## config.mk

```make
export PLATFORM = sky130hd
export DESIGN_NAME = magnetometer_heading_unit_flat
export DESIGN_NICKNAME = d
export VERILOG_FILES = /design/src/design/mhu_pkg.sv /design/src/design/mhu_if.sv /design/src/design/magnetometer_heading_unit.sv /design/src/design/mhu_cordic.sv /design/src/flat_wrapper.sv
export VERILOG_INCLUDE_DIRS = /design/src /design/src/design
export SDC_FILE = /design/constraint.sdc
export NUM_CORES = 1
export LEC_CHECK = 0
export BUFFER_PORTS_ARGS = -buffer_cell sky130_fd_sc_hd__buf_2
export CAP_MARGIN = 20
export CORE_MARGIN = 2
export CORE_UTILIZATION = 40
export CTS_CLUSTER_DIAMETER = 30
export DETAILED_ROUTE_END_ITERATION = 6
export PLACE_DENSITY = 0.63
export SETUP_SLACK_MARGIN = 0.02
export SLEW_MARGIN = 25
export SYNTH_ARGS = -nofsm -noshare
export SYNTH_HDL_FRONTEND = slang
export SYNTH_HIERARCHICAL = 1
export SYNTH_SLANG_ARGS = --single-unit
```

## constraint.sdc

```tcl
create_clock -name clk -period 6.7 [get_ports clk]
set_clock_uncertainty 0.1 [all_clocks]
set_input_delay 1.005 -clock clk [delete_from_list [all_inputs] [get_ports clk]]
set_output_delay 1.005 -clock clk [all_outputs]
set_load 0.01 [all_outputs]
```

## src/design/assert_macros.svh

```systemverilog
// Assertion macros for the magnetometer heading top level.
`ifndef ASSERT_MACROS_SVH
`define ASSERT_MACROS_SVH

// Same-cycle implication, checked on clk, off while arst_n is low
`define MHU_ASSERT_IMP(lbl, ante, cons, msg) \
	lbl: assert property (@(posedge clk) disable iff (!arst_n) (ante) |-> (cons)) \
		else $error(msg);

// Next-cycle implication, checked on clk, off while arst_n is low
`define MHU_ASSERT_NXT(lbl, ante, cons, msg) \
	lbl: assert property (@(posedge clk) disable iff (!arst_n) (ante) |=> (cons)) \
		else $error(msg);

`endif

```

## src/design/mhu_pkg.sv

```systemverilog
// Package: widths, constants, types and the arctangent table of the heading unit.
`timescale 1ns / 1ps
`default_nettype none
package mhu_pkg;

	localparam int AXIS_W    = 16;
	localparam int HEAD_W    = 15;
	localparam int BYTE_W    = 8;
	localparam int TABLE_LEN = 24;
	localparam int IDX_W     = 5;
	localparam int IN_SHIFT  = 14;
	// vector path: 16-bit sample, 14 bits of fraction, headroom for CORDIC gain
	localparam int VEC_W     = 34;
	// angle accumulator in 2^-16 degree units, covers about +-512 degrees
	localparam int ANG_W     = 26;
	localparam int LUT_W     = 22;
	localparam int RND_SHIFT = 10;
	localparam int ROUND_W   = ANG_W - RND_SHIFT;

	localparam int STATUS_READY_BIT = 0;

	localparam logic signed [ANG_W-1:0] ANG_ZERO = '0;
	localparam logic signed [ANG_W-1:0] ANG_90   = 26'sd5898240;
	localparam logic signed [ANG_W-1:0] ANG_180  = 26'sd11796480;
	localparam logic signed [ANG_W-1:0] RND_HALF = 26'sd512;

	localparam logic signed [ROUND_W-1:0] STEPS_FULL = 16'sd23040;

	typedef enum logic [2:0] {
		ST_IDLE,
		ST_LOAD,
		ST_ITER,
		ST_ROUND,
		ST_EMIT
	} mhu_state_t;

	// sequencer commands to the shared CORDIC step unit
	typedef struct packed {
		logic             load;
		logic             step;
		logic [IDX_W-1:0] idx;
	} mhu_cordic_ctrl_t;

	// atan(2^-i) in degrees times 65536, rounded to nearest
	function automatic logic [LUT_W-1:0] atan_lut(input logic [IDX_W-1:0] i);
		logic [LUT_W-1:0] t;
		case (i)
			5'd0:    t = 22'd2949120;
			5'd1:    t = 22'd1740967;
			5'd2:    t = 22'd919879;
			5'd3:    t = 22'd466945;
			5'd4:    t = 22'd234379;
			5'd5:    t = 22'd117304;
			5'd6:    t = 22'd58666;
			5'd7:    t = 22'd29335;
			5'd8:    t = 22'd14668;
			5'd9:    t = 22'd7334;
			5'd10:   t = 22'd3667;
			5'd11:   t = 22'd1833;
			5'd12:   t = 22'd917;
			5'd13:   t = 22'd458;
			5'd14:   t = 22'd229;
			5'd15:   t = 22'd115;
			5'd16:   t = 22'd57;
			5'd17:   t = 22'd29;
			5'd18:   t = 22'd14;
			5'd19:   t = 22'd7;
			5'd20:   t = 22'd4;
			5'd21:   t = 22'd2;
			5'd22:   t = 22'd1;
			default: t = 22'd0;
		endcase
		return t;
	endfunction

endpackage
`default_nettype wire

```

## src/design/mhu_if.sv

```systemverilog
// Interfaces: poll input channel and heading result channel.
`timescale 1ns / 1ps
`default_nettype none
interface mhu_in_if import mhu_pkg::*; ();
	logic              valid;
	logic              ready;
	logic [BYTE_W-1:0] status_byte;
	logic [BYTE_W-1:0] x_low;
	logic [BYTE_W-1:0] x_high;
	logic [BYTE_W-1:0] y_low;
	logic [BYTE_W-1:0] y_high;
	logic [BYTE_W-1:0] z_low;
	logic [BYTE_W-1:0] z_high;

	modport source (output valid, status_byte, x_low, x_high, y_low, y_high, z_low, z_high,
		input ready);
	modport sink (input valid, status_byte, x_low, x_high, y_low, y_high, z_low, z_high,
		output ready);
endinterface

interface mhu_out_if import mhu_pkg::*; ();
	logic                     valid;
	logic                     ready;
	logic                     not_ready;
	logic signed [AXIS_W-1:0] x_value;
	logic signed [AXIS_W-1:0] y_value;
	logic signed [AXIS_W-1:0] z_value;
	logic [HEAD_W-1:0]        heading;

	modport source (output valid, not_ready, x_value, y_value, z_value, heading, input ready);
	modport sink (input valid, not_ready, x_value, y_value, z_value, heading, output ready);
endinterface
`default_nettype wire

```

## src/design/magnetometer_heading_unit.sv

```systemverilog
// Top level: poll decode, CORDIC sequencer, heading rounding, held values and result register.
//
//  channel  dir  beat contents
//  poll     in   status_byte, x/y/z low and high bytes
//  result   out  not_ready, x_value, y_value, z_value, heading
//
// A fresh sample with X and Y both nonzero goes through load, the CORDIC steps of the shared
// unit, rounding and emit; the next poll is taken once the block is back in idle, after the
// result register has taken the result. X or Y zero skips the steps. A poll with the ready
// bit clear goes from accept straight to emit. One poll in flight.
// Reset clears the held axes and heading to zero and empties the result register.
// A stalled result holds the block in its emit state; poll is not ready meanwhile.
`timescale 1ns / 1ps
`default_nettype none
`include "assert_macros.svh"
module magnetometer_heading_unit import mhu_pkg::*; #(
	parameter int ANGLE_ITERATIONS = 16
) (
	input  wire logic  clk,
	input  wire logic  arst_n,
	mhu_in_if.sink     poll,
	mhu_out_if.source  result
);

	localparam int ITER_N = (ANGLE_ITERATIONS > TABLE_LEN) ? TABLE_LEN : ANGLE_ITERATIONS;
	localparam int ITER_W = $clog2(ITER_N);
	localparam logic [ITER_W-1:0] ITER_LAST = ITER_W'(ITER_N - 1);

	mhu_state_t state_q, state_d;
	logic [ITER_W-1:0] cnt_q;

	logic signed [AXIS_W-1:0] x_q, y_q, z_q;
	logic                     nr_q;
	logic signed [AXIS_W-1:0] held_x_q, held_y_q, held_z_q;
	logic [HEAD_W-1:0]        held_heading_q;

	logic                     out_valid_q;
	logic                     out_nr_q;
	logic signed [AXIS_W-1:0] out_x_q, out_y_q, out_z_q;
	logic [HEAD_W-1:0]        out_heading_q;

	mhu_cordic_ctrl_t        cctrl;
	logic signed [ANG_W-1:0] angle;
	logic signed [ANG_W-1:0] rsum;
	logic signed [ROUND_W-1:0] rsteps, rwrap;

	logic poll_acc, out_free, special;

	assign poll_acc = poll.valid && poll.ready;
	assign out_free = !out_valid_q || result.ready;
	assign special  = (x_q == '0) || (y_q == '0);

	mhu_cordic u_cordic (
		.clk   (clk),
		.ctrl  (cctrl),
		.x_in  (x_q),
		.y_in  (y_q),
		.angle (angle)
	);

	// sequencer: next state and commands
	always_comb begin
		state_d    = state_q;
		poll.ready = 1'b0;
		cctrl.load = 1'b0;
		cctrl.step = 1'b0;
		cctrl.idx  = IDX_W'(cnt_q);
		unique case (state_q)
			ST_IDLE: begin
				poll.ready = 1'b1;
				if (poll.valid) begin
					state_d = poll.status_byte[STATUS_READY_BIT] ? ST_LOAD : ST_EMIT;
				end
			end
			ST_LOAD: begin
				cctrl.load = 1'b1;
				state_d    = special ? ST_ROUND : ST_ITER;
			end
			ST_ITER: begin
				cctrl.step = 1'b1;
				if (cnt_q == ITER_LAST) begin
					state_d = ST_ROUND;
				end
			end
			ST_ROUND: begin
				state_d = ST_EMIT;
			end
			ST_EMIT: begin
				if (out_free) begin
					state_d = ST_IDLE;
				end
			end
			default: state_d = ST_IDLE;
		endcase
	end

	always_ff @(posedge clk or negedge arst_n) begin
		if (!arst_n) begin
			state_q <= ST_IDLE;
		end else begin
			state_q <= state_d;
		end
	end

	// round half up to 1/64 degree, then fold zero and negatives into (0, 360]
	always_comb begin
		rsum   = angle + RND_HALF;
		rsteps = rsum[ANG_W-1:RND_SHIFT];
		rwrap  = (rsteps <= 0) ? rsteps + STEPS_FULL : rsteps;
	end

	// sample capture and iteration count
	always_ff @(posedge clk) begin
		if (poll_acc) begin
			x_q  <= signed'({poll.x_high, poll.x_low});
			y_q  <= signed'({poll.y_high, poll.y_low});
			z_q  <= signed'({poll.z_high, poll.z_low});
			nr_q <= !poll.status_byte[STATUS_READY_BIT];
		end
		if (state_q == ST_LOAD) begin
			cnt_q <= '0;
		end else if (state_q == ST_ITER) begin
			cnt_q <= cnt_q + 1'b1;
		end
	end

	// held axes and heading
	always_ff @(posedge clk or negedge arst_n) begin
		if (!arst_n) begin
			held_x_q       <= '0;
			held_y_q       <= '0;
			held_z_q       <= '0;
			held_heading_q <= '0;
		end else if (state_q == ST_ROUND) begin
			held_x_q       <= x_q;
			held_y_q       <= y_q;
			held_z_q       <= z_q;
			held_heading_q <= rwrap[HEAD_W-1:0];
		end
	end

	// result register
	always_ff @(posedge clk or negedge arst_n) begin
		if (!arst_n) begin
			out_valid_q <= 1'b0;
		end else if (state_q == ST_EMIT && out_free) begin
			out_valid_q <= 1'b1;
		end else if (result.ready) begin
			out_valid_q <= 1'b0;
		end
	end

	always_ff @(posedge clk) begin
		if (state_q == ST_EMIT && out_free) begin
			out_nr_q      <= nr_q;
			out_x_q       <= held_x_q;
			out_y_q       <= held_y_q;
			out_z_q       <= held_z_q;
			out_heading_q <= held_heading_q;
		end
	end

	assign result.valid     = out_valid_q;
	assign result.not_ready = out_nr_q;
	assign result.x_value   = out_x_q;
	assign result.y_value   = out_y_q;
	assign result.z_value   = out_z_q;
	assign result.heading   = out_heading_q;

	// checks
	`MHU_ASSERT_IMP(a_fresh_heading_range, result.valid && !result.not_ready,
		result.heading != '0 && result.heading <= STEPS_FULL[HEAD_W-1:0],
		"fresh heading outside (0, 360] degrees")
	`MHU_ASSERT_NXT(a_stale_poll_emits, poll_acc && !poll.status_byte[STATUS_READY_BIT],
		state_q == ST_EMIT && nr_q, "poll without data ready did not go to emit")
	`MHU_ASSERT_NXT(a_iter_ends, state_q == ST_ITER && cnt_q == ITER_LAST,
		state_q == ST_ROUND, "CORDIC iterations did not end at the last step")
	`MHU_ASSERT_NXT(a_emit_loads, state_q == ST_EMIT && out_free,
		out_valid_q && out_nr_q == $past(nr_q), "result register not loaded on emit")

endmodule
`default_nettype wire

```

## src/design/mhu_cordic.sv

```systemverilog
// Shared CORDIC vectoring step unit: quadrant load, one micro-rotation per cycle.
`timescale 1ns / 1ps
`default_nettype none
module mhu_cordic import mhu_pkg::*; (
	input  wire  logic                     clk,
	input  wire  mhu_cordic_ctrl_t         ctrl,
	input  wire  logic signed [AXIS_W-1:0] x_in,
	input  wire  logic signed [AXIS_W-1:0] y_in,
	output logic signed [ANG_W-1:0]        angle
);

	logic signed [VEC_W-1:0] u_q, v_q;
	logic signed [ANG_W-1:0] z_q;

	logic signed [VEC_W-1:0] u_ld, v_ld, u_ext, v_ext;
	logic signed [ANG_W-1:0] z_ld;
	logic signed [VEC_W-1:0] du, dv;
	logic signed [ANG_W-1:0] dz;

	// load: u = Y, v = X, scaled; fold the left half-plane by +-90 degrees
	always_comb begin
		u_ext = {{(VEC_W-AXIS_W-IN_SHIFT){y_in[AXIS_W-1]}}, y_in, {IN_SHIFT{1'b0}}};
		v_ext = {{(VEC_W-AXIS_W-IN_SHIFT){x_in[AXIS_W-1]}}, x_in, {IN_SHIFT{1'b0}}};
		u_ld  = u_ext;
		v_ld  = v_ext;
		z_ld  = ANG_ZERO;
		if (x_in == '0) begin
			// on the Y axis: exactly 0 or 180 degrees
			z_ld = (y_in < 0) ? ANG_180 : ANG_ZERO;
		end else if (y_in == '0) begin
			z_ld = (x_in > 0) ? ANG_90 : -ANG_90;
		end else if (u_ext < 0) begin
			if (v_ext > 0) begin
				u_ld = v_ext;
				v_ld = -u_ext;
				z_ld = ANG_90;
			end else begin
				u_ld = -v_ext;
				v_ld = u_ext;
				z_ld = -ANG_90;
			end
		end
	end

	// one micro-rotation: floor shifts, add/sub driven by the sign of v
	always_comb begin
		du = u_q >>> ctrl.idx;
		dv = v_q >>> ctrl.idx;
		dz = signed'({{(ANG_W-LUT_W){1'b0}}, atan_lut(ctrl.idx)});
	end

	always_ff @(posedge clk) begin
		if (ctrl.load) begin
			u_q <= u_ld;
			v_q <= v_ld;
			z_q <= z_ld;
		end else if (ctrl.step) begin
			if (v_q >= 0) begin
				u_q <= u_q + dv;
				v_q <= v_q - du;
				z_q <= z_q + dz;
			end else begin
				u_q <= u_q - dv;
				v_q <= v_q + du;
				z_q <= z_q - dz;
			end
		end
	end

	assign angle = z_q;

endmodule
`default_nettype wire
```

## src/flat_wrapper.sv

```systemverilog
// flat-port wrapper written by rule: the top's interface ports become plain ports
module magnetometer_heading_unit_flat import mhu_pkg::*;
#(
	parameter int ANGLE_ITERATIONS = 16
)
  (clk, arst_n, poll_valid, poll_status_byte, poll_x_low, poll_x_high, poll_y_low, poll_y_high, poll_z_low, poll_z_high, poll_ready, result_valid, result_not_ready, result_x_value, result_y_value, result_z_value, result_heading, result_ready);
  mhu_in_if poll_i ();
  mhu_out_if result_i ();
  input  wire logic clk;
  input  wire logic arst_n;
  input wire logic [$bits(poll_i.valid)-1:0] poll_valid;
  input wire logic [$bits(poll_i.status_byte)-1:0] poll_status_byte;
  input wire logic [$bits(poll_i.x_low)-1:0] poll_x_low;
  input wire logic [$bits(poll_i.x_high)-1:0] poll_x_high;
  input wire logic [$bits(poll_i.y_low)-1:0] poll_y_low;
  input wire logic [$bits(poll_i.y_high)-1:0] poll_y_high;
  input wire logic [$bits(poll_i.z_low)-1:0] poll_z_low;
  input wire logic [$bits(poll_i.z_high)-1:0] poll_z_high;
  output wire logic [$bits(poll_i.ready)-1:0] poll_ready;
  output wire logic [$bits(result_i.valid)-1:0] result_valid;
  output wire logic [$bits(result_i.not_ready)-1:0] result_not_ready;
  output wire logic [$bits(result_i.x_value)-1:0] result_x_value;
  output wire logic [$bits(result_i.y_value)-1:0] result_y_value;
  output wire logic [$bits(result_i.z_value)-1:0] result_z_value;
  output wire logic [$bits(result_i.heading)-1:0] result_heading;
  input wire logic [$bits(result_i.ready)-1:0] result_ready;
  assign poll_i.valid = poll_valid;
  assign poll_i.status_byte = poll_status_byte;
  assign poll_i.x_low = poll_x_low;
  assign poll_i.x_high = poll_x_high;
  assign poll_i.y_low = poll_y_low;
  assign poll_i.y_high = poll_y_high;
  assign poll_i.z_low = poll_z_low;
  assign poll_i.z_high = poll_z_high;
  assign poll_ready = poll_i.ready;
  assign result_valid = result_i.valid;
  assign result_not_ready = result_i.not_ready;
  assign result_x_value = result_i.x_value;
  assign result_y_value = result_i.y_value;
  assign result_z_value = result_i.z_value;
  assign result_heading = result_i.heading;
  assign result_i.ready = result_ready;
  magnetometer_heading_unit #(.ANGLE_ITERATIONS(ANGLE_ITERATIONS)) u_core (.clk(clk), .arst_n(arst_n), .poll(poll_i), .result(result_i));
endmodule
```

==> flow_summary_export.csv <==
group,metric,value,unit
status,status,"finished with violations",
status,violations,"design-rule violations",
synth,syn_area,23100,sq um
sta,fin_setup_tns,0,ns
synth,ys_ff_latch,278,
sta,relSlewSlack,0.1883,
layout,fin_nets,2943,
synth,synth_ff_type,"edfxtp_1",
route,num_vias,21804,
synth,async_flop_share,0.2410,
clock_tree,clock_latency,0.61,ns
setup_path,end_kind,"register",
route,drtIter0Drc,2234,
clock_tree,cts_made_buffers,69,
setup_path,worstSetupStartpointType,"register",
floorplan,die_h,244.3,microns
place,hpwl,64660,microns
global_route,grt_pass1_vias,21139,
sta,rsz0062_at_grt,"false",
layout,diodes,0,
clock_tree,cts-htree-levels,3,
floorplan,die_area,59700,sq um
global_route,overflow,0,
clock_tree,clk_pin_slew,0.05,ns
place,gp_congestion,0.9798,
route,post_drt_wl_per_cell,24.12,microns
layout,fillers,5253,
synth,synth_area_per_cell,9.403,sq um
global_route,grt_pass1_wl,130200,microns
clock_tree,cts_tree,"done",
hold_path,hp-class,"in -> async",
layout,area_growth,23.83,%
route,drc,3,
layout,final_common_cell,"nand2_1",
setup_path,cp_max_fo,11,
floorplan,start_util,0.4027,
synth,synthCells,2457,
setup_path,cp.arrival,6.76,ns
global_route,grt_max_degree,95,
synth,yosysWarningCount,6,
sta,timing.final.crit_share,0.9631,
global_route,grt_antenna_before_repair,0,
floorplan,rows,88,
setup_path,critical_path_class,"reg -> reg",
setup_path,worstPathRequired,7.01,ns
sta,finalHoldViolCount,0,
flow_run,cap_viol_max_count,0,
floorplan,boundaryPins,126,
synth,synth-edff-count,207,
sta,fin_crit,6.453,ns
layout,layout_common_cells,"nand2_1, buf_4, edfxtp_1, nor2_1, o21ai_0",
route,ant_nets,0,
route,viasPerCell,6.065,
clock_tree,clock-sinks,278,
clock_tree,hold_buffers,0,
place,port-buffer-count,118,
clock_tree,cts_root_buffer,"clkbuf_16",
route,wirelength,86700,microns
floorplan,die_x,244.3,microns
route,first_pass_iters,7,
synth,ys_types,120,
sta,report.final.slew_viol_count,0,
global_route,gr-usage-all-layers,0.2853,
clock_tree,cts_buffer_depth,3,
sta,max_freq,155.0,MHz
layout,layout-drive-gt1-share,0.2417,
synth,ys_seq_area_frac,0.3451,
synth,syn-num-nets,2625,
floorplan,core-area,57370,sq um
sta,final-setup-viol-count,0,
sta,tightestPinTransition,1.215,ns
-- synth_stat cells, drive strengths merged, types with 20 or more instances --
cell type	instances	area share
nand2b	37	0.010
a21oi	129	0.028
and3	20	0.0055
a22oi	23	0.0075
or3	20	0.0055
nor2	164	0.027
xor2	96	0.036
o21ai	166	0.036
mux2i	58	0.025
clkbuf	77	0.014
nor3	44	0.010
ha	105	0.057
nand3	60	0.014
o31ai	26	0.0084
a31oi	26	0.0070
xnor2	96	0.037
o211ai	50	0.016
nand2	364	0.059
nor2b	22	0.0060
mux2	52	0.027
a21o	41	0.013
dfrtp	67	0.073
inv	64	0.010
mux4	67	0.065
edfxtp	207	0.27
buf	60	0.015
-- stage by stage --
stage	worst slack [ns]	instances	hold slack [ns]	utilization	area, sq um
2_1_floorplan	0.2049	2457	0.3003	-	23100
3_3_place_gp	0.2819	3463	0.3069	0.4541	26050
3_5_place_dp	0.2524	3463	0.3207	0.4542	26050
4_1_cts	0.2202	3589	0.3293	0.4973	28530
5_1_grt	0.04010	3595	0.2677	0.4987	28610
6_report	0.2471	3595	0.2598	0.4987	28610
-- state kept, by name, indices dropped and copies added (netlist names) --
signal and flops:
u_core/u_cordic/u_q 34, u_core/u_cordic/v_q 34, u_core/u_cordic/angle 26, u_core/held_x_q 16
u_core/held_y_q 16, u_core/held_z_q 16, u_core/result.x_value 16, u_core/result.y_value 16
u_core/result.z_value 16, u_core/x_q 16, u_core/y_q 16, u_core/z_q 16
u_core/held_heading_q 15, u_core/result.heading 15, u_core/cnt_q 4, u_core/state_q 3
u_core/nr_q 1, u_core/result.not_ready 1, u_core/result.valid 1
-- layer usage --
layer | wire length, microns | GRT usage | up-vias
li1 | - | - | 9877
met1 | 36420 | 0.3847 | 10661
met2 | 39100 | 0.4454 | 1076
met3 | 7709 | 0.05981 | 190
met4 | 3478 | 0.1180 | 0
met5 | 0 | 0 | -
-- final cells by class --
class,count,area [sq um],area share
multi-input cells,1977,14260,0.4984
inverters,65,244.0,0.008528
clock inverters,48,686.9,0.02401
repair buffers,384,2686,0.09390
flip-flops and latches,278,7985,0.2791
clock buffers,78,1790,0.06258
well taps,765,957.2,0.03346
-- critical path: stages, from the launching register on --
cell	delay, ns
dfxtp_4	0.49
buf_6	0.24
buf_4	0.25
mux4_2	0.59
mux2_2	0.29
o221a_2	0.29
or4b_4	0.58
nor4b_4	0.26
buf_4	0.19
nand2b_1	0.09
o21ai_0	0.22
xor2_1	0.31
ha_1	0.30
and4_1	0.22
nand2_1	0.21
a21oi_1	0.07
buf_4	0.17
a21oi_1	0.27
a31oi_2	0.16
o311ai_0	0.37
a21boi_0	0.18
o21a_1	0.20
o31ai_1	0.20
-- path summary, 6_finish.rpt --
path	startpoint	endpoint	slack, ns	depth (start not counted)
min	arst_n	u_core/held_y_q[3]	0.26	2
max	u_core/cnt_q[0]	u_core/u_cordic/v_q[29]	0.25	22
max reg2reg	u_core/cnt_q[0]	u_core/u_cordic/v_q[29]	0.25	22
min reg2reg	u_core/nr_q	u_core/result.not_ready	0.33	0
max in group asynchronous	arst_n	u_core/held_z_q[0]	5.66	3
min in group clk	u_core/nr_q	u_core/result.not_ready	0.33	0
-- repair_timing --
item                                   4_1_cts  5_1_grt
gates resized for setup                      0        2
buffers inserted                             0        5
setup endpoints to repair                    0        4
endpoints found under the hold margin        0        0
-- cell families (layout without fill, tap and decap cells) --
logic type      after synthesis  after routing  synth area share
compound gates              656            656            0.1903
fa+ha+maj                   108            108           0.05946
buf+inv                     202            575           0.03926
xor+xnor                    193            193           0.07414
flops                       278            278            0.3451
mux                         177            177            0.1172
simple gates                842            842            0.1743
other cells                   1              1         0.0001623
Power is not shown: default switching activity piles up to over one toggle a cycle in this logic, so the estimate is an artifact.
